## src/pt_comp_pkg.sv

```systemverilog
// Shared types and constants for the pressure and temperature compensation pipeline.
// No dependencies; every other module in src imports this package.
`timescale 1ns / 1ps

package pt_comp_pkg;

  localparam int RAW_W  = 24;  // converter reading width
  localparam int CAL_W  = 16;  // calibration word width
  localparam int DT_W   = 25;  // temperature difference, signed
  localparam int PRD_W  = 42;  // dT times a calibration word, signed
  localparam int TEMP_W = 19;  // temperature in 0.01 C, signed
  localparam int OS_W   = 42;  // offset and sensitivity, signed
  localparam int SQ_W   = 38;  // square of a temperature difference, signed
  localparam int OUT_W  = 32;  // compensated pressure
  localparam int IDX_W  = 3;   // configuration register index

  localparam int TEMP_SHIFT = 23;
  localparam int OFF_DIV_SH = 6;
  localparam int SENS_DIV_SH = 7;
  localparam int OFF_SHIFT  = 17;
  localparam int SENS_SHIFT = 16;
  localparam int PROD_SHIFT = 21;
  localparam int FINAL_SHIFT = 15;
  localparam int SHI_W = OS_W - PROD_SHIFT;  // upper signed slice of sensitivity

  localparam logic signed [TEMP_W-1:0] TEMP_BASE  = 19'sd2000;
  localparam logic signed [TEMP_W-1:0] COLD_LIMIT = 19'sd1500;

  // Configuration register indexes.
  localparam logic [IDX_W-1:0] REG_C1 = 3'd0;
  localparam logic [IDX_W-1:0] REG_C2 = 3'd1;
  localparam logic [IDX_W-1:0] REG_C3 = 3'd2;
  localparam logic [IDX_W-1:0] REG_C4 = 3'd3;
  localparam logic [IDX_W-1:0] REG_C5 = 3'd4;
  localparam logic [IDX_W-1:0] REG_C6 = 3'd5;

  typedef struct packed {
    logic [CAL_W-1:0] c1;
    logic [CAL_W-1:0] c2;
    logic [CAL_W-1:0] c3;
    logic [CAL_W-1:0] c4;
    logic [CAL_W-1:0] c5;
    logic [CAL_W-1:0] c6;
  } cal_t;

  // First-order terms, handed from the base stages to the correction stages.
  typedef struct packed {
    logic signed [TEMP_W-1:0] temp;
    logic signed [OS_W-1:0]   off;
    logic signed [OS_W-1:0]   sens;
    logic [RAW_W-1:0]         rp;
  } base_t;

  // Corrected terms, handed to the pressure stages.
  typedef struct packed {
    logic signed [OS_W-1:0] off;
    logic signed [OS_W-1:0] sens;
    logic [RAW_W-1:0]       rp;
  } corr_t;

endpackage

```

## src/pt_comp_press.sv

```systemverilog
// Stages six and seven: raw pressure times sensitivity as two partial products,
// then the offset and the final scaling into the output register. Depends on pt_comp_pkg.
`timescale 1ns / 1ps

module pt_comp_press (
  input  logic                          clk,
  input  logic                          rst,
  input  logic                          in_valid,
  output logic                          in_ready,
  input  pt_comp_pkg::corr_t            in_data,
  output logic                          out_valid,
  input  logic                          out_ready,
  output logic [pt_comp_pkg::OUT_W-1:0] pressure
);
  import pt_comp_pkg::*;

  localparam int PH_W = RAW_W + 1 + SHI_W;
  localparam int PL_W = RAW_W + PROD_SHIFT;
  localparam int T_W  = PH_W + 2;

  logic [1:0] v;
  logic [1:0] rdy;

  logic signed [PH_W-1:0] s6_ph;
  logic [PL_W-1:0]        s6_pl;
  logic signed [OS_W-1:0] s6_off;
  logic [OUT_W-1:0]       s7_p;

  logic signed [SHI_W-1:0] sens_hi;
  logic [PROD_SHIFT-1:0]   sens_lo;
  logic signed [T_W-1:0]   t;

  assign rdy[1]   = !v[1] || out_ready;
  assign rdy[0]   = !v[0] || rdy[1];
  assign in_ready = rdy[0];
  assign out_valid = v[1];
  assign pressure  = s7_p;

  // sens = sens_hi * 2^21 + sens_lo with sens_lo unsigned, so the floor of
  // rp * sens / 2^21 is rp * sens_hi plus the floor of rp * sens_lo / 2^21.
  assign sens_hi = in_data.sens[OS_W-1:PROD_SHIFT];
  assign sens_lo = in_data.sens[PROD_SHIFT-1:0];

  assign t = T_W'(s6_ph) + $signed({{(T_W-PL_W+PROD_SHIFT){1'b0}}, s6_pl[PL_W-1:PROD_SHIFT]})
             - T_W'(s6_off);

  always_ff @(posedge clk) begin
    if (rst) begin
      v <= '0;
    end else begin
      if (rdy[0]) v[0] <= in_valid;
      if (rdy[1]) v[1] <= v[0];
    end
  end

  always_ff @(posedge clk) begin
    if (rdy[0]) begin
      s6_ph  <= PH_W'($signed({1'b0, in_data.rp}) * sens_hi);
      s6_pl  <= PL_W'(in_data.rp * sens_lo);
      s6_off <= in_data.off;
    end
    if (rdy[1]) begin
      s7_p <= t[FINAL_SHIFT+OUT_W-1:FINAL_SHIFT];
    end
  end

endmodule

```

## config.mk

```make
export PLATFORM = sky130hd
export DESIGN_NAME = pt_comp_press
export DESIGN_NICKNAME = d
export VERILOG_FILES = /design/src/pt_comp_pkg.sv /design/src/pt_comp_press.sv
export SDC_FILE = /design/constraint.sdc
export NUM_CORES = 2
export LEC_CHECK = 0
export ABC_AREA = 0
export BUFFER_PORTS_ARGS = -buffer_cell sky130_fd_sc_hd__buf_2
export CAP_MARGIN = 20
export CELL_PAD_IN_SITES_DETAIL_PLACEMENT = 1
export CELL_PAD_IN_SITES_GLOBAL_PLACEMENT = 1
export CORE_ASPECT_RATIO = 2
export CORE_MARGIN = 4
export CORE_UTILIZATION = 47
export CTS_BUF_LIST = sky130_fd_sc_hd__clkbuf_4 sky130_fd_sc_hd__clkbuf_8
export CTS_CLUSTER_DIAMETER = 80
export DETAILED_ROUTE_END_ITERATION = 8
export PLACE_DENSITY_LB_ADDON = 0.25
export SETUP_SLACK_MARGIN = 0.5
export SLEW_MARGIN = 20
export SYNTH_ARGS = -nofsm -noshare
export SYNTH_HDL_FRONTEND = slang
export SYNTH_SLANG_ARGS = --single-unit
```

## constraint.sdc

```tcl
create_clock -name clk -period 7.4 [get_ports clk]
set_input_delay 0.74 -clock clk [delete_from_list [all_inputs] [get_ports clk]]
set_output_delay 0.74 -clock clk [all_outputs]
set_load 0.01 [all_outputs]
```

==> results by group <==
Logic synthesis
  • Synthesized area per cell: 9.328 um^2
  • Post-synthesis simple-gate area fraction: 14.99%
  • Biggest area consumer among synthesized cells: fa_1
  • Arithmetic-cell share of the synthesized area counting full adders, half adders and majority gates: 54.50%
  • Cells taking the most area after synthesis: fa_1, ha_1, edfxtp_1
  • Combinational family with the most area after synthesis: adder cells
  • Yosys warns: 0
  • Portion of synthesized cell area occupied by the leading cell type: 42.07%
  • Share of the synthesized area in compound gates (AO/OA/AOI/OAI): 5.712%
  • EDFF count, synth: 144
  • Cell count after synthesis: 4,351
  • Post-Synth XOR/XNOR Area: 2.028%
  • Multiplexer area fraction after synthesis: 0.04932%
  • Post-Synthesis Net Count: 5,719
  • Share of flip-flops with an asynchronous set or reset after synthesis: 0%
  • Share of synthesized area occupied by flip-flops and latches: 10.75%
  • Total standard cell area after synthesis: 40,590 um^2
  • Number of synthesized register bits: 146
  • Most used flip-flop cell after synthesis: edfxtp_1
  • Count of different cell masters after synthesis: 75

Timing
  • RSZ-0062 raised after global routing: yes
  • Number of setup violations in the final report: 0
  • Crit path time final: 6.827 ns
  • Slew Limit Headroom: 34.74%
  • Fin Clk Skew: 0.03630 ns
  • Maximum achievable frequency: 146.5 MHz
  • Transition time at the pin with the least slew margin: 0.9720 ns
  • Share of the clock period used by the worst path: 92.25%
  • Number of pins with negative max-slew slack in the final report: 0
  • Hold Vio Cnt, Final: 0

Clock network
  • Buffer levels on the longest clock path: 3
  • Clock latency at the later pin of the worst-skew pair: 0.54 ns
  • TritonCTS Buffers: 25
  • Clock sink total: 146
  • Buffer type at the clock tree root: clkbuf_8
  • Number of levels in the clock H-tree: 4
  • CTS tree: yes
  • Clock Pin Slew Worst Setup and Hold Paths: 0.09 ns

Detailed routing
  • Final routed wirelength across all metal layers: 131.4 mm
  • DRT antenna net count: 0
  • Via count normalized by instance count: 5.321
  • Average routed wire per standard cell: 22.55 um
  • Post-detailed-route DRC marker count: 0
  • Number of detailed-routing iterations run before antenna repair: 7
  • Starting DRC count in detailed routing: 1,268
  • Vias: 31.00k

Place
  • Last weighted congestion value of the routability-driven placer: 0.9249
  • Placed instance count: 5,759
  • Number of buffers inserted by port buffering: 145
  • Estimated wirelength of the detail-placed design: 113.0 mm

Critical path
  • Required time of the critical path: 7.65 ns
  • Crit path launch type: input port
  • Worst R2R Setup Slack: 3.17 ns
  • Worst path arrival time: 7.08 ns
  • Crit path max fanout: 14
  • Crit end category: flop
  • Critical path start-end classification: input port to flop

Layout
  • Area grow syn2layout: 13.84%
  • Total Nets Final: 6,027
  • Layout Cells excl Fill: 5,825
  • Layout cells sized above 1: 13.23%
  • Most common cell after layout, fill and taps aside: inv_1
  • Leading cell types in the layout, fill and taps excluded: inv_1, fa_1, nand2_1

Global routing
  • Global router's overall resource usage: 28.57%
  • Largest net degree at the start of global routing: 51
  • Number of global-route vias before repair: 36.61k
  • Wire length of the first global-routing pass: 200.8 mm
  • Number of antenna violations at the first check in global routing: 10
  • Overall overflow remaining after global route: 0

Hold path
  • Type of the tightest min-delay check: input port to flop

Floorplanning
  • Boundary pin count: 146
  • Horizontal die dimension: 215.8 um
  • Cell Rows: 152
  • Die Y: 423.6 um
  • Area of the placeable core: 85,770 um^2
  • Full die area: 91,400 um^2
  • Starting Density: 47.32%

Outcome
  • Outcome: complete, no violations

Flow run
  • Max Cap Violations: 0
-- layer usage --
layer	up-vias	wire, um	track usage [%]
met4	10	9478	15.82
met2	792	74430	57.26
met5	-	67	0
li1	13570	-	-
met1	16200	42800	28.21
met3	430	4582	2.529
-- sequential cells by signal, summed over array words and instances, names as in the netlist --
signal / count
s6_off: 42
v: 2
pressure: 32
s6_ph: 46
s6_pl: 24
-- cell type report --
| type | instances | area [um^2] |
|---|---|---|
| Antenna cell | 7 | 17.52 |
| Clock buffer | 27 | 359.1 |
| Clock inverter | 4 | 70.07 |
| Fill cell | 9798 | 39570 |
| Inverter | 1092 | 4099 |
| Multi-Input combinational cell | 2916 | 31770 |
| Sequential cell | 146 | 4364 |
| Tap cell | 1155 | 1445 |
| Timing Repair Buffer | 478 | 4081 |
-- final timing paths --
path,endpoint,cells past startpoint,from
worst min register to register,v[1]$_SDFFE_PP0P_,2,v[0]$_SDFFE_PP0P_
worst min-delay path,s6_off[25]$_DFFE_PP_,1,in_data[91]
worst max register to register,pressure[28]$_DFFE_PP_,12,s6_off[2]$_DFFE_PP_
worst max-delay path,s6_ph[45]$_DFFE_PP_,22,in_data[52]
-- synth_stat cells, drive strengths merged, types with 35 or more instances --
cell	instances
edfxtp	144
clkbuf	195
o21ai	52
and2	448
fa	853
nand2	590
xnor2	59
xor2	35
ha	403
inv	1092
a21o	68
nor2	47
a21oi	95
-- cells by family (layout without fill, tap and decap cells) --
kind of cell,after synthesis,count (layout)
buffers and inverters,1289,1601
muxes,2,2
and+or+nand+nor,1230,1230
adders and majority gates,1256,1256
other,0,7
DFF,146,146
xor gates and xnor gates,94,94
AOI/OAI and AO/OA,334,334
-- stage by stage --
step / setup WS [ns] / utilization, % / TNS (ns) / area [um^2] / hold WS (ns)
2_1_floorplan: 0.5012 / - / 0 / 40640 / 0.4631
5_1_grt: 0.4199 / 53.85 / 0 / 46190 / 0.3636
3_5_place_dp: -0.4309 / 52.09 / -6.269 / 44680 / 0.5486
6_report: 0.5733 / 53.87 / 0 / 46210 / 0.3810
3_3_place_gp: -0.3349 / 52.09 / -3.827 / 44680 / 0.5272
4_1_cts: 0.5000 / 52.83 / 0 / 45310 / 0.3407
-- repair_timing --
item / 4_1_cts / 5_1_grt
pin swaps: 6 / 79
hold endpoints to repair: 0 / 0
buffers inserted: 5 / 18
endpoints found under the setup margin: 29 / 33
hold buffers: 0 / 0
gates resized for setup: 37 / 185
cloned: 0 / 5
-- critical path: stages --
cell and delay [ns]:
clkbuf_4 0.18, buf_12 0.16, nand2_1 0.08, fa_1 0.52
fa_1 0.51, fa_1 0.50, inv_1 0.06, fa_1 0.56
fa_2 0.45, fa_1 0.56, inv_2 0.05, fa_1 0.54
inv_2 0.06, ha_4 0.28, nand2_2 0.06, or4_4 0.53
o221ai_4 0.25, a41oi_2 0.22, o211a_1 0.30, nor3b_2 0.24
nor3_2 0.07, xnor2_1 0.12
Power is left out: the tool's default activity adds up to more than one toggle a clock period on the data nets, which glitch-free logic cannot reach.
