## config.mk

```make
export PLATFORM = sky130hd
export DESIGN_NAME = pt_comp_base
export DESIGN_NICKNAME = d
export VERILOG_FILES = /design/src/pt_comp_pkg.sv /design/src/pt_comp_base.sv
export SDC_FILE = /design/constraint.sdc
export NUM_CORES = 2
export LEC_CHECK = 0
export ABC_AREA = 0
export BUFFER_PORTS_ARGS = -buffer_cell sky130_fd_sc_hd__buf_4
export CAP_MARGIN = 20
export CORE_ASPECT_RATIO = 0.9
export CORE_UTILIZATION = 30
export DETAILED_ROUTE_END_ITERATION = 7
export RECOVER_POWER = 100
export SYNTH_ARGS = -nofsm -noshare
export SYNTH_HDL_FRONTEND = slang
export SYNTH_SLANG_ARGS = --single-unit
```

## constraint.sdc

```tcl
create_clock -name clk -period 12.2 [get_ports clk]
set_input_delay 1.22 -clock clk [delete_from_list [all_inputs] [get_ports clk]]
set_output_delay 1.22 -clock clk [all_outputs]
set_load 0.01 [all_outputs]
```

## src/pt_comp_pkg.sv

```systemverilog
// Shared types and constants for the pressure and temperature compensation pipeline.
// No dependencies; every other module in src imports this package.
`timescale 1ns / 1ps

package pt_comp_pkg;

  localparam int RAW_W  = 24;  // converter reading width
  localparam int CAL_W  = 16;  // calibration word width
  localparam int DT_W   = 25;  // temperature difference, signed
  localparam int PRD_W  = 42;  // dT times a calibration word, signed
  localparam int TEMP_W = 19;  // temperature in 0.01 C, signed
  localparam int OS_W   = 42;  // offset and sensitivity, signed
  localparam int SQ_W   = 38;  // square of a temperature difference, signed
  localparam int OUT_W  = 32;  // compensated pressure
  localparam int IDX_W  = 3;   // configuration register index

  localparam int TEMP_SHIFT = 23;
  localparam int OFF_DIV_SH = 6;
  localparam int SENS_DIV_SH = 7;
  localparam int OFF_SHIFT  = 17;
  localparam int SENS_SHIFT = 16;
  localparam int PROD_SHIFT = 21;
  localparam int FINAL_SHIFT = 15;
  localparam int SHI_W = OS_W - PROD_SHIFT;  // upper signed slice of sensitivity

  localparam logic signed [TEMP_W-1:0] TEMP_BASE  = 19'sd2000;
  localparam logic signed [TEMP_W-1:0] COLD_LIMIT = 19'sd1500;

  // Configuration register indexes.
  localparam logic [IDX_W-1:0] REG_C1 = 3'd0;
  localparam logic [IDX_W-1:0] REG_C2 = 3'd1;
  localparam logic [IDX_W-1:0] REG_C3 = 3'd2;
  localparam logic [IDX_W-1:0] REG_C4 = 3'd3;
  localparam logic [IDX_W-1:0] REG_C5 = 3'd4;
  localparam logic [IDX_W-1:0] REG_C6 = 3'd5;

  typedef struct packed {
    logic [CAL_W-1:0] c1;
    logic [CAL_W-1:0] c2;
    logic [CAL_W-1:0] c3;
    logic [CAL_W-1:0] c4;
    logic [CAL_W-1:0] c5;
    logic [CAL_W-1:0] c6;
  } cal_t;

  // First-order terms, handed from the base stages to the correction stages.
  typedef struct packed {
    logic signed [TEMP_W-1:0] temp;
    logic signed [OS_W-1:0]   off;
    logic signed [OS_W-1:0]   sens;
    logic [RAW_W-1:0]         rp;
  } base_t;

  // Corrected terms, handed to the pressure stages.
  typedef struct packed {
    logic signed [OS_W-1:0] off;
    logic signed [OS_W-1:0] sens;
    logic [RAW_W-1:0]       rp;
  } corr_t;

endpackage

```

## src/pt_comp_base.sv

```systemverilog
// Stages one to three: temperature difference, the three dT products, and the
// first-order temperature, offset and sensitivity. Depends on pt_comp_pkg.
`timescale 1ns / 1ps

module pt_comp_base (
  input  logic                        clk,
  input  logic                        rst,
  input  pt_comp_pkg::cal_t           cal,
  input  logic                        in_valid,
  output logic                        in_ready,
  input  logic [pt_comp_pkg::RAW_W-1:0] raw_temp,
  input  logic [pt_comp_pkg::RAW_W-1:0] raw_press,
  output logic                        out_valid,
  input  logic                        out_ready,
  output pt_comp_pkg::base_t          out_data
);
  import pt_comp_pkg::*;

  logic [2:0] v;
  logic [2:0] rdy;

  logic signed [DT_W-1:0]  s1_dt;
  logic [RAW_W-1:0]        s1_rp;
  logic signed [PRD_W-1:0] s2_p6, s2_p4, s2_p3;
  logic [RAW_W-1:0]        s2_rp;
  base_t                   s3;

  logic signed [DT_W-1:0]  dt_next;
  logic signed [PRD_W-1:0] q6, q4, q3;

  assign rdy[2]   = !v[2] || out_ready;
  assign rdy[1]   = !v[1] || rdy[2];
  assign rdy[0]   = !v[0] || rdy[1];
  assign in_ready = rdy[0];
  assign out_valid = v[2];
  assign out_data  = s3;

  assign dt_next = $signed({1'b0, raw_temp}) - $signed({1'b0, cal.c5, 8'h00});

  // Signed division by a power of two that truncates toward zero: bias negatives first.
  assign q6 = $signed(s2_p6 + (s2_p6[PRD_W-1] ? PRD_W'((64'd1 << TEMP_SHIFT) - 1) : '0))
              >>> TEMP_SHIFT;
  assign q4 = $signed(s2_p4 + (s2_p4[PRD_W-1] ? PRD_W'((64'd1 << OFF_DIV_SH) - 1) : '0))
              >>> OFF_DIV_SH;
  assign q3 = $signed(s2_p3 + (s2_p3[PRD_W-1] ? PRD_W'((64'd1 << SENS_DIV_SH) - 1) : '0))
              >>> SENS_DIV_SH;

  always_ff @(posedge clk) begin
    if (rst) begin
      v <= '0;
    end else begin
      if (rdy[0]) v[0] <= in_valid;
      if (rdy[1]) v[1] <= v[0];
      if (rdy[2]) v[2] <= v[1];
    end
  end

  always_ff @(posedge clk) begin
    if (rdy[0]) begin
      s1_dt <= dt_next;
      s1_rp <= raw_press;
    end
    if (rdy[1]) begin
      s2_p6 <= PRD_W'(s1_dt * $signed({1'b0, cal.c6}));
      s2_p4 <= PRD_W'(s1_dt * $signed({1'b0, cal.c4}));
      s2_p3 <= PRD_W'(s1_dt * $signed({1'b0, cal.c3}));
      s2_rp <= s1_rp;
    end
    if (rdy[2]) begin
      s3.temp <= TEMP_BASE + q6[TEMP_W-1:0];
      s3.off  <= $signed({{(OS_W-CAL_W-OFF_SHIFT){1'b0}}, cal.c2, {OFF_SHIFT{1'b0}}})
                 + OS_W'(q4);
      s3.sens <= $signed({{(OS_W-CAL_W-SENS_SHIFT){1'b0}}, cal.c1, {SENS_SHIFT{1'b0}}})
                 + OS_W'(q3);
      s3.rp   <= s2_rp;
    end
  end

endmodule

```

==> impl_metrics.csv <==
group,metric,value,unit
synthesis,syn-num-nets,7708,
floorplan,pin_count,277,
synthesis,yosysSeqAreaShare,16.5,%
worst_hold_path,holdCritStartpoint,"s2_rp[3]$_DFFE_PP_",
floorplan,core-area,191000,um^2
sta,tns,0,ns
floorplan,die-area,194000,um^2
global_routing,grtUsageTotal,15.5,%
sta,finalCritPeriodShare,73.2,%
critical_path,crit_required,12.62,ns
worst_hold_path,hold_path_end,"out_data[3]$_DFFE_PP_",
cts,cts_sinks,318,
cts,clk_latency,0.64,ns
status,status,"finished with violations",
critical_path,cp_slowest_cell,"clkbuf_1",
sta,fmax,112,MHz
sta,worst_slack,3.28,ns
floorplan,initial_core_util,30.2,%
critical_path,start_kind,"register",
cts,clock_path_buffers,3,
cts,root_buffer,"clkbuf_16",
synthesis,async_flop_share,0,%
critical_path,reg2reg_slack,3.28,ns
detailed_routing,drt_iter0_drc,2557,
synthesis,synth_flop_cell,"edfxtp_1",
global_routing,antenna_found_initial,19,
detailed_routing,route.detailed.drc,32,
critical_path,critPathMaxStageDelay,2.06,ns
place,place_area,62100,um^2
synthesis,ys_seq_elements,318,
critical_path,worstPathArrival,9.34,ns
layout,syn2layout_area_growth,9.24,%
critical_path,r2r-end,"s2_p4[40]$_DFFE_PP_",
sta,finClkSkew,0.0421,ns
detailed_routing,drt-total-wl,147000,um
cts,clk_pin_slew,0.07,ns
floorplan,row_count,152,
status,violations,"DRC, capacitance limit, slew limit",
critical_path,startpoint,"s1_dt[0]$_DFFE_PP_",
floorplan,die_y,418,um
floorplan,die_w,464,um
detailed_routing,via_per_inst,4.63,
synthesis,synth_edf_count,315,
detailed_routing,postRouteAntennaNets,0,
sta,setup_viol,0,
global_routing,grt_max_degree,61,
critical_path,critPathMostFrequentCell,"fa_1",
sta,slew_violations,401,
global_routing,grt_pass1_wl,236000,um
cts,cts_setup_buffers,0,
place,gp_congestion,0.858,
worst_hold_path,hold_class,"reg2reg",
layout,nNetsFinal,7805,
critical_path,endpoint_kind,"register",
cts,cts_made_buffers,41,
cts,ctsHoldBuffers,0,
synthesis,yosys_warnings,0,
layout,final_area,62900,um^2
global_routing,grt.overflow.total,0,
detailed_routing,wl_per_cell,17.0,um
critical_path,worstReg2RegStart,"s1_dt[0]$_DFFE_PP_",
critical_path,crit_chain,"clkbuf_1 -> nand2_1 -> fa_1 -> inv_1 -> fa_1 -> ha_1 -> fa_1 -> inv_1 -> fa_1 -> fa_1 -> inv_1 -> ha_1 -> nand2_1 -> a211oi_1 -> o41a_1 -> a31oi_1 -> o21ai_0 -> a21oi_1 -> o31ai_1 -> o221ai_1 -> xnor2_1",
critical_path,rr_worst_depth,21,
synthesis,syn_area,57600,um^2
place,io_buffers,276,
critical_path,worstSetupPathType,"reg2reg",
sta,hold_violations,0,
sta,worst_slew_margin_rel,-137,%
cts,cts_resized,0,
layout,drive_above_1_share,4.02,%
sta,worst-slew-pin-transition,3.55,ns
sta,layout_min_cycle_time,8.92,ns
place,hpwl,114000,um
cts,cts_tree,"yes",
cts,cts_htree_levels,2,
synthesis,synth_cell_types,72,
sta,grt_setup_unrepaired,"false",
place,pre_cts_ws,4.10,ns
detailed_routing,vias,40087,
critical_path,worstPathMaxFanout,48,
worst_hold_path,whs_path_depth,0,
detailed_routing,firstDrtPassIters,7,
global_routing,grt_pass1_vias,42417,
flow_run,cap_violations,9,
synthesis,syn_inst,5993,
synthesis,synth_area_per_cell,9.62,um^2
[kinds of logic after synthesis]
group	Yosys count	synth area share (%)
fa+ha+maj	1568	49.4
flops	318	16.5
compound gates	444	4.96
xor+xnor	247	3.75
mux	1	0.0174
simple gates	1684	14.0
buf+inv	1731	11.3
[area by class of cell]
type / instances / area (um^2)
fill: 19602 / 128000
multi-input combinational: 3944 / 41600
sequential: 318 / 9520
inverter: 1474 / 5540
tap: 2541 / 3180
timing repair buffer: 311 / 1810
clock buffer: 50 / 1060
clock inverter: 23 / 262
antenna: 4 / 10.0
[per-stage QoR]
| step | hold WS (ns) | std cells | util (%) |
|---|---|---|---|
| after floorplan | 0.400 | 5993 | - |
| after global placement | 0.400 | 8588 | 32.6 |
| after detailed placement | 0.405 | 8588 | 32.6 |
| after CTS | 0.398 | 8661 | 33.3 |
| after global routing | 0.403 | 8665 | 33.0 |
| final | 0.405 | 8665 | 33.0 |
[flip-flops by register name, summed over array words and instances, names as in the netlist]
signal and flops:
s2_p6 42, s2_rp 24, s2_p4 42, s2_p3 42, s1_rp 24, v 3
out_data 116, s1_dt 25
[cell usage after synthesis (all sizes together), types with 10 or more instances]
cell / number / share of area (%)
inv: 1474 / 9.6
fa: 1176 / 41
nand2: 839 / 5.5
and2: 493 / 5.4
ha: 391 / 8.5
edfxtp: 315 / 16
clkbuf: 245 / 1.6
xnor2: 187 / 2.8
a21oi: 159 / 1.4
nor2: 112 / 0.73
o21ai: 70 / 0.61
nand3: 61 / 0.53
xor2: 60 / 0.91
a21o: 58 / 0.76
nor3: 38 / 0.33
and3: 29 / 0.31
nand4: 23 / 0.25
nand2b: 20 / 0.22
o21a: 20 / 0.26
o21bai: 19 / 0.25
nor2b: 18 / 0.21
a211oi: 17 / 0.23
or3: 15 / 0.16
o31ai: 14 / 0.18
a31oi: 13 / 0.14
buf: 12 / 0.15
and4: 10 / 0.15
[worst max path at each step]
stage,to,slack (ns),depth (start not counted)
3_3_place_gp,s2_p6[38]$_DFFE_PP_,4.22,20
2_1_floorplan,s2_p3[30]$_DFFE_PP_,4.86,22
4_1_cts,s2_p6[39]$_DFFE_PP_,4.26,22
5_1_grt,s2_p4[40]$_DFFE_PP_,2.65,21
3_5_place_dp,s2_p6[38]$_DFFE_PP_,4.10,20
6_report,s2_p4[40]$_DFFE_PP_,3.28,21
[cell usage in the layout (no fill, tap or decap), types with 23 or more instances in the layout]
master	n
fa_1	1176
a21o_1	58
inv_1	1472
clkbuf_1	148
clkbuf_16	41
nor2_1	112
buf_4	138
ha_1	391
nand3_1	61
edfxtp_1	315
xor2_1	60
nand2_1	838
xnor2_1	187
nand4_1	23
nor3_1	38
clkbuf_4	34
a21oi_1	159
o21ai_0	62
and3_1	29
and2_1	481
[worst max-delay path, delay by kind of cell, from the launching register on]
kind	cells	cell delay (ns)
DFF	1	0.32
adders and majority gates	7	2.92
and+or+nand+nor	2	0.33
buffers and inverters	4	2.24
xor gates and xnor gates	1	0.29
AOI/OAI and AO/OA	7	2.48
[per-layer routing]
layer  vias to the layer above  track usage (%)  share of wire (%)
li1                      18092                -                  -
met1                     20720             21.3                 44
met2                      1061             25.2                 46
met3                       198             2.13                5.9
met4                        16             4.99                3.2
met5                         -                0              0.070
Power is not shown: default switching activity piles up to over one toggle a cycle in this logic, so the estimate is an artifact.
