File: config.mk
export PLATFORM = sky130hd
export DESIGN_NAME = pt_comp_corr
export DESIGN_NICKNAME = d
export VERILOG_FILES = /design/src/pt_comp_pkg.sv /design/src/pt_comp_corr.sv
export SDC_FILE = /design/constraint.sdc
export NUM_CORES = 2
export LEC_CHECK = 0
export ABC_AREA = 1
export BUFFER_PORTS_ARGS = -buffer_cell sky130_fd_sc_hd__buf_2
export CORE_AREA = 2 2 394 396
export CTS_BUF_LIST = sky130_fd_sc_hd__clkbuf_2 sky130_fd_sc_hd__clkbuf_4 sky130_fd_sc_hd__clkbuf_8
export CTS_CLUSTER_DIAMETER = 150
export DETAILED_ROUTE_END_ITERATION = 8
export DIE_AREA = 0 0 396 398
export PLACE_DENSITY = 0.59
export SYNTH_ARGS = -nofsm -noshare
export SYNTH_HDL_FRONTEND = slang
export SYNTH_SLANG_ARGS = --single-unit
File: constraint.sdc
create_clock -name clk -period 7 [get_ports clk]
set_clock_uncertainty 0.15 [all_clocks]
set_input_delay 0 -clock clk [delete_from_list [all_inputs] [get_ports clk]]
set_output_delay 0 -clock clk [all_outputs]
set_load 0.02 [all_outputs]
File: src/pt_comp_pkg.sv
// Shared types and constants for the pressure and temperature compensation pipeline.
// No dependencies; every other module in src imports this package.
`timescale 1ns / 1ps

package pt_comp_pkg;

  localparam int RAW_W  = 24;  // converter reading width
  localparam int CAL_W  = 16;  // calibration word width
  localparam int DT_W   = 25;  // temperature difference, signed
  localparam int PRD_W  = 42;  // dT times a calibration word, signed
  localparam int TEMP_W = 19;  // temperature in 0.01 C, signed
  localparam int OS_W   = 42;  // offset and sensitivity, signed
  localparam int SQ_W   = 38;  // square of a temperature difference, signed
  localparam int OUT_W  = 32;  // compensated pressure
  localparam int IDX_W  = 3;   // configuration register index

  localparam int TEMP_SHIFT = 23;
  localparam int OFF_DIV_SH = 6;
  localparam int SENS_DIV_SH = 7;
  localparam int OFF_SHIFT  = 17;
  localparam int SENS_SHIFT = 16;
  localparam int PROD_SHIFT = 21;
  localparam int FINAL_SHIFT = 15;
  localparam int SHI_W = OS_W - PROD_SHIFT;  // upper signed slice of sensitivity

  localparam logic signed [TEMP_W-1:0] TEMP_BASE  = 19'sd2000;
  localparam logic signed [TEMP_W-1:0] COLD_LIMIT = 19'sd1500;

  // Configuration register indexes.
  localparam logic [IDX_W-1:0] REG_C1 = 3'd0;
  localparam logic [IDX_W-1:0] REG_C2 = 3'd1;
  localparam logic [IDX_W-1:0] REG_C3 = 3'd2;
  localparam logic [IDX_W-1:0] REG_C4 = 3'd3;
  localparam logic [IDX_W-1:0] REG_C5 = 3'd4;
  localparam logic [IDX_W-1:0] REG_C6 = 3'd5;

  typedef struct packed {
    logic [CAL_W-1:0] c1;
    logic [CAL_W-1:0] c2;
    logic [CAL_W-1:0] c3;
    logic [CAL_W-1:0] c4;
    logic [CAL_W-1:0] c5;
    logic [CAL_W-1:0] c6;
  } cal_t;

  // First-order terms, handed from the base stages to the correction stages.
  typedef struct packed {
    logic signed [TEMP_W-1:0] temp;
    logic signed [OS_W-1:0]   off;
    logic signed [OS_W-1:0]   sens;
    logic [RAW_W-1:0]         rp;
  } base_t;

  // Corrected terms, handed to the pressure stages.
  typedef struct packed {
    logic signed [OS_W-1:0] off;
    logic signed [OS_W-1:0] sens;
    logic [RAW_W-1:0]       rp;
  } corr_t;

endpackage

File: src/pt_comp_corr.sv
// Stages four and five: squares of the temperature deviations and the
// low-temperature corrections of offset and sensitivity. Depends on pt_comp_pkg.
`timescale 1ns / 1ps

module pt_comp_corr (
  input  logic               clk,
  input  logic               rst,
  input  logic               in_valid,
  output logic               in_ready,
  input  pt_comp_pkg::base_t in_data,
  output logic               out_valid,
  input  logic               out_ready,
  output pt_comp_pkg::corr_t out_data
);
  import pt_comp_pkg::*;

  logic [1:0] v;
  logic [1:0] rdy;

  logic signed [SQ_W-1:0] s4_sq, s4_sq2;
  logic                   s4_cold, s4_vcold;
  logic signed [OS_W-1:0] s4_off, s4_sens;
  logic [RAW_W-1:0]       s4_rp;
  corr_t                  s5;

  logic signed [TEMP_W-1:0] d, e;
  logic signed [OS_W-1:0]   sq_w, sq2_w, off_c, sens_c;

  assign rdy[1]   = !v[1] || out_ready;
  assign rdy[0]   = !v[0] || rdy[1];
  assign in_ready = rdy[0];
  assign out_valid = v[1];
  assign out_data  = s5;

  assign d = in_data.temp - TEMP_BASE;
  assign e = in_data.temp + COLD_LIMIT;

  // Both squares are non-negative, so the halving and quartering are plain shifts.
  assign sq_w  = OS_W'(s4_sq);
  assign sq2_w = OS_W'(s4_sq2);

  always_comb begin
    off_c  = '0;
    sens_c = '0;
    if (s4_cold) begin
      off_c  = ((sq_w <<< 2) + sq_w) >>> 1;
      sens_c = ((sq_w <<< 2) + sq_w) >>> 2;
      if (s4_vcold) begin
        off_c  = off_c + (sq2_w <<< 3) - sq2_w;
        sens_c = sens_c + (((sq2_w <<< 3) + (sq2_w <<< 1) + sq2_w) >>> 1);
      end
    end
  end

  always_ff @(posedge clk) begin
    if (rst) begin
      v <= '0;
    end else begin
      if (rdy[0]) v[0] <= in_valid;
      if (rdy[1]) v[1] <= v[0];
    end
  end

  always_ff @(posedge clk) begin
    if (rdy[0]) begin
      s4_sq    <= SQ_W'(d * d);
      s4_sq2   <= SQ_W'(e * e);
      s4_cold  <= in_data.temp < TEMP_BASE;
      s4_vcold <= in_data.temp < -COLD_LIMIT;
      s4_off   <= in_data.off;
      s4_sens  <= in_data.sens;
      s4_rp    <= in_data.rp;
    end
    if (rdy[1]) begin
      s5.off  <= s4_off - off_c;
      s5.sens <= s4_sens - sens_c;
      s5.rp   <= s4_rp;
    end
  end

endmodule

==> impl_summary.log <==
INFO  metric mapped_cell_area = 53300 um2
INFO  metric cpMaxStageDelayCell = sky130_fd_sc_hd__fa_1
INFO  metric drc_errors = 0
INFO  metric worst-r2r-setup-slack = around 180 ps
INFO  metric finalWorstPathRequiredPeriod = about 6800 ps
INFO  metric ant_nets = 0
INFO  metric critical_path_arrival = roughly 7000 ps
INFO  metric number_of_antenna_violations_at_the_first_check_in_global_routing = 5
INFO  metric async_reset_ff_frac = 0
INFO  metric post-dp-hpwl = 173 mm
INFO  metric rows = 144
INFO  metric critical_path_class = reg -> reg
INFO  metric drv.max_cap_violation_count = 0
INFO  metric min_path_type = in -> reg
INFO  metric seq_area_frac_synth = 0.164
INFO  metric detail_route.wirelength = slightly below 200 mm
INFO  metric num_io_pins = about 240
INFO  metric netlist-cell-type-count = 58
INFO  metric first_pass_iters = 5
INFO  metric worst_max_slew_margin_expressed_relative_to_the_limit = 0.364
INFO  metric synth-main-ff-cell = sky130_fd_sc_hd__edfxtp_1
INFO  metric fp.coreArea = approximately 150000 um2
INFO  metric setup_viol = 0
INFO  metric run_status = completed
INFO  metric routed_wire_length_per_instance = around 19 um
INFO  metric worst_skew_pair.late_latency = 690 ps
INFO  metric critical-path-top-cell-by-count = sky130_fd_sc_hd__nand2_1
INFO  metric synth_edf_count = 290
INFO  metric netlist_instances = around 6800
INFO  metric dr.first_iter.drc_count = around 3300
INFO  metric timing_hold_violations_final = 0
INFO  metric route.vias.total = a little over 50000
INFO  metric cts_tree = yes
INFO  metric synth_seq_cells = approximately 300
INFO  metric numCtsBuffers = 48
INFO  metric worst-slew-pin-transition = roughly 950 ps
INFO  metric start_util = 0.348
INFO  metric htree_levels = 2
INFO  metric finalWeightedCongestion = 1.00
INFO  metric place.port_buffers = between 200 and 250
INFO  metric max-clock-path-buffers = 3
INFO  metric hp-start = in_data[108]
INFO  metric largest_net_degree_at_the_start_of_global_routing = 100
INFO  metric end_kind = flop
INFO  metric max_freq = 147 MHz
INFO  metric die_area = about 160000 um2
INFO  metric startpoint_type = flop
INFO  metric worstPathRequired = about 7300 ps
INFO  metric total_clock_sinks = slightly below 300
INFO  metric r2r_start = s4_sq[2]
INFO  metric timing.critical_path.fanout_max = 4
INFO  metric average_via_count_per_standard_cell = 4.85
INFO  metric maxSlewViolCount = 0
INFO  metric die_w = slightly below 400 um
INFO  metric cts.reportedPaths.clkPinSlew = 60 ps
INFO  metric cts_root_buf = sky130_fd_sc_hd__clkbuf_8
INFO  metric grt-ovfl-total = 0
INFO  metric finalHoldWorstSlack = about 100 ps
INFO  metric synthesis.nets = approximately 8100
INFO  metric placed_area = between 60000 and 70000 um2
INFO  metric min_period_over_period = 0.974
INFO  metric groute.usage.overall = 0.251
INFO  metric flow.area_growth_from_synthesis = 30.5%
INFO  metric grt_setup_unrepaired = yes
INFO  metric crit_start = s4_sq[2]
INFO  metric grt_pass1_wl = around 300 mm
INFO  metric die_height = 398 um
INFO  metric final_layout_size_suffix_gt1_frac = 0.201
INFO  metric synthesis.yosys.warnings = 0
INFO  metric fin_area = roughly 70000 um2
INFO  metric worst_path_largest_cell_delay = ~500 ps
INFO  metric synthesis.area_per_instance = approximately 7.9 um2
INFO  metric num-nets-final = 9739
INFO  metric grt_pass1_vias = 53500
## placed cells by master, fill, tap and decap left out, types with 26 or more instances in the layout
| cell | n |
|---|---|
| sky130_fd_sc_hd__o21ai_1 | 28 |
| sky130_fd_sc_hd__nand4_1 | 67 |
| sky130_fd_sc_hd__nor3_1 | 44 |
| sky130_fd_sc_hd__xnor2_1 | 67 |
| sky130_fd_sc_hd__a21oi_1 | 368 |
| sky130_fd_sc_hd__a21o_1 | 54 |
| sky130_fd_sc_hd__o21ai_0 | 253 |
| sky130_fd_sc_hd__buf_4 | 1141 |
| sky130_fd_sc_hd__edfxtp_1 | 290 |
| sky130_fd_sc_hd__inv_1 | 1506 |
| sky130_fd_sc_hd__dlygate4sd3_1 | 225 |
| sky130_fd_sc_hd__buf_2 | 240 |
| sky130_fd_sc_hd__ha_1 | 459 |
| sky130_fd_sc_hd__nand3_1 | 322 |
| sky130_fd_sc_hd__o21bai_1 | 53 |
| sky130_fd_sc_hd__xor2_1 | 145 |
| sky130_fd_sc_hd__clkbuf_8 | 48 |
| sky130_fd_sc_hd__a31oi_1 | 26 |
| sky130_fd_sc_hd__nor2_1 | 763 |
| sky130_fd_sc_hd__nand2_1 | 1181 |
| sky130_fd_sc_hd__fa_1 | 743 |
| sky130_fd_sc_hd__nor2_2 | 47 |
## cell usage after synthesis (all sizes together), types with 2 or more instances
library cell,number,area [um2]
ha,485,6070
a21oi,391,1960
nand2,1202,4540
buf,34,214
nand4,68,432
nor4,19,119
nand3,329,1650
o211ai,18,135
nand3b,9,67.6
a21boi,23,173
and3,9,56.3
clkinv,5,18.8
nor2,820,3220
clkbuf,39,146
and2,3,18.8
o21a,14,105
fa,748,15000
o31ai,5,37.5
a211oi,2,15.0
o21ai,289,1470
xor2,149,1310
o2111ai,3,26.3
or2,19,119
edfxtp,290,8710
o221a,2,22.5
a21o,54,405
dfxtp,2,40.0
a31oi,30,188
inv,1528,5740
nor3,56,297
o21bai,54,409
xnor2,67,587
## through the flow
stage,setup TNS [ps],std cells,setup WS (ps),util
floorplan,-19.3,6772,-19.3,-
global placement,-3890,10100,-270,0.428
detailed placement,-6490,10100,-386,0.428
CTS,0,10400,3.59,0.449
global route,-443,10500,-107,0.454
finish,0,10500,184,0.454
## state kept, by name, summed over array words and instances (netlist names)
name      cells
v             2
s4_off       42
s4_sq2       35
s4_cold       1
s4_sq        37
s4_rp        24
s4_vcold      1
s4_sens      42
out_data    108
## logic make-up (layout without fill, tap and decap cells)
logic type / after synthesis / in the layout / share of synthesized area
simple gates: 2535 / 2535 / 0.197
buf+inv: 1606 / 3247 / 0.115
fa+ha+maj: 1233 / 1233 / 0.395
compound gates: 889 / 889 / 0.0933
flops: 292 / 292 / 0.164
xor+xnor: 216 / 216 / 0.0355
other cells: 1 / 11 / 0.0000703
## per-layer routing
metal,track usage,vias up,share of wire
li1,-,24400,-
met1,0.311,24500,0.42
met2,0.445,1475,0.49
met3,0.0214,334,0.044
met4,0.108,0,0.048
met5,0,-,0
## path summary, 6_finish.rpt
| kind | cells past startpoint | endpoint |
|---|---|---|
| min reg2reg | 0 | out_data[18] |
| max | 35 | out_data[102] |
| max reg2reg | 35 | out_data[102] |
| min | 2 | s4_sq[0] |
## area by class of cell
class                           instances  area [um2]
Sequential cell                       292        8750
Timing Repair Buffer                 1626       12400
Tap cell                             2044        2560
Clock inverter                         30         249
Inverter                             1533        5760
Fill cell                           15200       83700
Multi-Input combinational cell       4874       39100
Antenna cell                           10        25.0
Clock buffer                           58         736
## repair_timing
action,in CTS,in global routing
buffers inserted,0,27
hold buffers,225,0
endpoints found under the hold margin,139,0
pin swaps,0,13
resized for setup,9,136
setup endpoints to repair,1,60
## critical path: cells and delay by family (launching register included)
kind | cells | cell delay, ps
AO/OA/AOI/OAI | 7 | 1080
XOR/XNOR | 1 | 180
adder cells (fa/ha/maj) | 4 | 1590
buffers and inverters | 8 | 1030
flip-flops | 1 | 480
AND/OR/NAND/NOR | 15 | 2010
Power is left out: the tool's default activity adds up to more than one toggle a clock period on the data nets, which glitch-free logic cannot reach.
